## src/rtl/core/tfn_pkg.sv

```systemverilog
// Package: widths, controller states and command/status types
`timescale 1ns / 1ps
`default_nettype none
package tfn_pkg;
    localparam int COORD_BITS = 16;
    localparam int NORMAL_BITS = 16;
    localparam int NORM_FRAC = NORMAL_BITS - 2;
    localparam int DIFF_BITS = COORD_BITS + 1;
    localparam int CROSS_BITS = 2 * DIFF_BITS + 1;
    localparam int MAG_BITS = 30;
    localparam int SUM_BITS = 62;
    localparam int ROOT_BITS = 31;
    localparam int QNUM_BITS = MAG_BITS + NORM_FRAC + 1;
    localparam int QUO_BITS = NORM_FRAC + 2;

    typedef enum logic [3:0] {
        ST_A, ST_B, ST_C, ST_MUL, ST_CROSS, ST_NORM, ST_SQ, ST_SQRT,
        ST_DIV, ST_OUT
    } t_state;

    typedef struct packed {
        logic load_a;
        logic load_b;
        logic load_c;
        logic do_mul;
        logic do_cross;
        logic do_norm;
        logic do_sq;
        logic sqrt_start;
        logic sqrt_step;
        logic div_start;
        logic div_step;
    } t_cmd;

    typedef struct packed {
        logic norm_done;
        logic degen;
        logic sqrt_done;
        logic div_done;
    } t_status;
endpackage
`default_nettype wire

```

## src/rtl/core/tfn_ctrl.sv

```systemverilog
// Controller: sequences vertex capture, cross product, normalize, square root, divide, output
`timescale 1ns / 1ps
`default_nettype none
module tfn_ctrl (
    input  wire logic            i_clk,
    input  wire logic            i_rst_n,
    input  wire logic            i_in_valid,
    output logic                 o_in_ready,
    output logic                 o_out_valid,
    input  wire logic            i_out_ready,
    output logic                 o_last,
    output tfn_pkg::t_cmd        o_cmd,
    input  wire tfn_pkg::t_status i_status
);
    tfn_pkg::t_state r_state, n_state;
    logic [1:0] r_copy, n_copy;
    logic acc;

    assign acc = i_in_valid && o_in_ready;

    always_ff @(posedge i_clk) begin
        if (!i_rst_n) begin
            r_state <= tfn_pkg::ST_A;
            r_copy <= '0;
        end else begin
            r_state <= n_state;
            r_copy <= n_copy;
        end
    end

    always_comb begin
        n_state = r_state;
        n_copy = r_copy;
        unique case (r_state)
            tfn_pkg::ST_A: if (acc) n_state = tfn_pkg::ST_B;
            tfn_pkg::ST_B: if (acc) n_state = tfn_pkg::ST_C;
            tfn_pkg::ST_C: if (acc) n_state = tfn_pkg::ST_MUL;
            tfn_pkg::ST_MUL: n_state = tfn_pkg::ST_CROSS;
            tfn_pkg::ST_CROSS: n_state = tfn_pkg::ST_NORM;
            tfn_pkg::ST_NORM: begin
                if (i_status.degen) begin
                    n_state = tfn_pkg::ST_OUT;
                    n_copy = '0;
                end else if (i_status.norm_done) begin
                    n_state = tfn_pkg::ST_SQ;
                end
            end
            tfn_pkg::ST_SQ: n_state = tfn_pkg::ST_SQRT;
            tfn_pkg::ST_SQRT: if (i_status.sqrt_done) n_state = tfn_pkg::ST_DIV;
            tfn_pkg::ST_DIV: begin
                if (i_status.div_done) begin
                    n_state = tfn_pkg::ST_OUT;
                    n_copy = '0;
                end
            end
            tfn_pkg::ST_OUT: begin
                if (i_out_ready) begin
                    n_copy = r_copy + 2'd1;
                    if (r_copy == 2'd2) n_state = tfn_pkg::ST_A;
                end
            end
            default: n_state = tfn_pkg::ST_A;
        endcase
    end

    always_comb begin
        o_cmd = '0;
        o_in_ready = 1'b0;
        o_out_valid = 1'b0;
        o_last = (r_copy == 2'd2);
        unique case (r_state)
            tfn_pkg::ST_A: begin
                o_in_ready = 1'b1;
                o_cmd.load_a = acc;
            end
            tfn_pkg::ST_B: begin
                o_in_ready = 1'b1;
                o_cmd.load_b = acc;
            end
            tfn_pkg::ST_C: begin
                o_in_ready = 1'b1;
                o_cmd.load_c = acc;
            end
            tfn_pkg::ST_MUL: o_cmd.do_mul = 1'b1;
            tfn_pkg::ST_CROSS: o_cmd.do_cross = 1'b1;
            tfn_pkg::ST_NORM: o_cmd.do_norm = 1'b1;
            tfn_pkg::ST_SQ: begin
                o_cmd.do_sq = 1'b1;
                o_cmd.sqrt_start = 1'b1;
            end
            tfn_pkg::ST_SQRT: begin
                o_cmd.sqrt_step = 1'b1;
                o_cmd.div_start = i_status.sqrt_done;
            end
            tfn_pkg::ST_DIV: o_cmd.div_step = 1'b1;
            tfn_pkg::ST_OUT: o_out_valid = 1'b1;
            default: o_cmd = '0;
        endcase
    end
endmodule
`default_nettype wire

```

## config.mk

```make
export PLATFORM = sky130hd
export DESIGN_NAME = tfn_ctrl
export DESIGN_NICKNAME = d
export VERILOG_FILES = /design/src/rtl/core/tfn_pkg.sv /design/src/rtl/core/tfn_ctrl.sv
export SDC_FILE = /design/constraint.sdc
export NUM_CORES = 1
export LEC_CHECK = 0
export BUFFER_PORTS_ARGS = -buffer_cell sky130_fd_sc_hd__buf_2
export CORE_MARGIN = 2
export CORE_UTILIZATION = 30
export CTS_BUF_LIST = sky130_fd_sc_hd__clkbuf_8 sky130_fd_sc_hd__clkbuf_16
export CTS_CLUSTER_DIAMETER = 150
export DETAILED_ROUTE_END_ITERATION = 8
export GPL_TIMING_DRIVEN = 0
export PLACE_DENSITY = 0.52
export SLEW_MARGIN = 20
export SYNTH_ARGS = -nofsm -noshare
export SYNTH_HDL_FRONTEND = slang
export SYNTH_SLANG_ARGS = --single-unit
```

## constraint.sdc

```tcl
create_clock -name i_clk -period 2.8 [get_ports i_clk]
set_input_delay 0.28 -clock i_clk [delete_from_list [all_inputs] [get_ports i_clk]]
set_output_delay 0.28 -clock i_clk [all_outputs]
set_load 0.01 [all_outputs]
```

==> run_results.csv <==
group,metric,value,unit
status,status,"completed",
clock_tree,cts_tree,"built",
synth,yosysSeqAreaShare,0.204,
routing,num_vias,675,
timing,finalSetupViolCount,0,
finish,drive_above_1_share,0.337,
hold_path,hold_class,"primary input to flop",
synth,yosys.area.top_type,"dfxtp_1",
timing,drv_slew,0,
place,hpwl,1250,um
floorplanning,die_w,48.3,um
critical_path,cp-start-kind,"flop",
floorplanning,rows,16,
floorplanning,coreArea,1900,um^2
place,place_inst,128,
routing,ant_nets,0,
timing,worst_slack,837,ps
synth,ys_ff_latch,6,
clock_tree,ctsHtreeMaxLevel,1,
place,place_area,727,um^2
clock_tree,clk_latency,220,ps
power_and_ir_drop,power_density,430,nW/um^2
synth,synthCells,80,
floorplanning,ios,22,
critical_path,crit_type,"flop to primary output",
place,routabilityCongestion,0.787,
global_routing,gr-total-overflow,0,
routing,wl_met2,800,um
synth,synth_area_leaders,"dfxtp_1, inv_1, nor3_1",
global_routing,grt_max_degree,11,
clock_tree,post_cts_buffers,0,
timing,post-route-period-util,0.701,
timing,rsz0062_at_grt,"no",
critical_path,worstPathMaxFanout,10,
finish,num_antenna_cells,0,
clock_tree,postCtsHoldBufs,0,
finish,area_growth,30.6,%
critical_path,crit_arrival,1680,ps
synth,yosys_warnings,0,
synth,syn-cell-area,588,um^2
critical_path,crit_path_end_kind,"primary output",
synth,synth_nets,89,
floorplanning,initial_core_util,0.309,
clock_tree,numCtsBuffers,3,
clock_tree,cts-root-buf,"clkbuf_8",
routing,detail_route.first_pass.iterations,4,
global_routing,grt_pass1_wl,2530,um
timing,whs,326,ps
flow_run,maxCapViolCount,0,
timing,tns,0,ps
power_and_ir_drop,leakagePower,0.327,nW
floorplanning,die_h,48.3,um
finish,final_core_utilization,0.404,
synth,synth_top_area_share,0.204,
global_routing,first_global_vias,569,
routing,drcViolationCount,0,
timing,hold_violations,0,
finish,fin_cells,131,
global_routing,grt_antenna_before_repair,0,
routing,top_layer_used,"met4",
synth,postSynthAreaPerCell,7.35,um^2
clock_tree,clkSinkCount,6,
clock_tree,clkSlewWorstSetupHoldPaths,40,ps
timing,max_freq,509,MHz
power_and_ir_drop,ir_worst_vdd,0.000242,V
routing,vias_per_cell,5.15,
finish,final_nets,115,
place,pre_cts_ws,1060,ps
routing,first_iter_violations,4,
routing,wl,1620,um
finish,stdcell_area,768,um^2
critical_path,required,2520,ps
place,io_buffers,21,
power_and_ir_drop,total_power,331,uW
timing,fin_skew,4.18,ps
synth,yosysUniqueCellTypes,44,
global_routing,grt_use_total,0.160,
timing,fin_crit,1960,ps
routing,wl_per_cell,12.4,um
routing,met1Wirelength,727,um
floorplanning,die_area,2330,um^2
routing,wl_met3,79,um
clock_tree,cts_resized,0,
timing,worst_slew_pin_slew,366,ps
clock_tree,clock_path_buffers,2,
timing,relSlewSlack,0.750,
## Yosys cell counts
master and number:
inv_1 7, dfxtp_1 6, nand2_1 5, nor2_1 5, nor3_1 5, a21oi_1 4, a31oi_1 3, buf_2 2
clkbuf_1 2, mux2i_1 2, nand3_1 2, nor2b_1 2, o21ai_0 2, o31ai_1 2, or4_1 2, a2111oi_0 1
a211oi_1 1, a21bo_2 1, a21boi_0 1, a21o_1 1, a22oi_1 1, a22oi_2 1, a2bb2oi_1 1, a311oi_1 1
a41o_1 1, and3_4 1, and4bb_2 1, buf_1 1, buf_4 1, buf_6 1, clkbuf_2 1, ha_1 1
nand2b_1 1, nand3b_1 1, nand4_1 1, nand4b_1 1, nor2_2 1, nor3b_1 1, nor4_1 1, nor4bb_1 1
o211ai_1 1, o22ai_1 1, or3_1 1, or3b_2 1
## path summary, 6_finish.rpt
path	from	endpoint	slack, ps	cells after the start
worst min-delay path	i_rst_n	r_state[0]	330	2
worst min register to register	r_copy[0]	r_copy[0]	470	2
worst max-delay path	r_state[1]	o_cmd[4]	840	6
worst max register to register	r_copy[0]	r_state[3]	1260	6
## kinds of logic (layout without fill, tap and decap cells)
group	Yosys count	in the layout	synth area share
AND/OR/NAND/NOR	33	33	0.336
AO/OA/AOI/OAI	23	23	0.283
buffers and inverters	15	39	0.121
flip-flops	6	6	0.204
multiplexers	2	2	0.0340
adder cells (fa/ha/maj)	1	1	0.0213
## worst max-delay path: stages, from the launching register on
cell      delay [ps]
dfxtp_1          290
clkbuf_2         190
clkbuf_1         340
nand2_1          170
nor3_1           210
buf_4            140
buf_2            110
## layout make-up
class                      instances  area, um^2
fill                             218        1130
timing repair buffer              21         105
clock buffer                       3        41.3
buffer                             8        45.0
multi-input combinational         59         397
inverter                           7        26.3
tap                               27        33.8
sequential                         6         120
## state kept, by name (all words and copies together) (netlist names)
name and cells:
r_copy 2, r_state 4
## where the power goes
group	total, mW	internal (mW)	switching [mW]
Sequential	0.0931	0.0912	0.00196
Clock	0.131	0.0925	0.0383
Combinational	0.107	0.0426	0.0641
Total	0.331	0.226	0.104
## cells in the final DEF, fill, tap and decap left out, drive strengths merged, types with 2 or more instances in the layout
| cell type | count |
|---|---|
| buf | 26 |
| inv | 7 |
| dfxtp | 6 |
| nor2 | 6 |
| clkbuf | 6 |
| nand2 | 5 |
| nor3 | 5 |
| a21oi | 4 |
| a31oi | 3 |
| nor2b | 2 |
| o21ai | 2 |
| mux2i | 2 |
| o31ai | 2 |
| or4 | 2 |
| nand3 | 2 |
| a22oi | 2 |
## layer usage
metal	GRT usage	vias to the layer above
met5	0	-
met3	0.0667	2
met2	0.245	12
met4	0.0324	0
met1	0.212	312
li1	-	349
No activity file was read; power rests on OpenSTA's default activity.
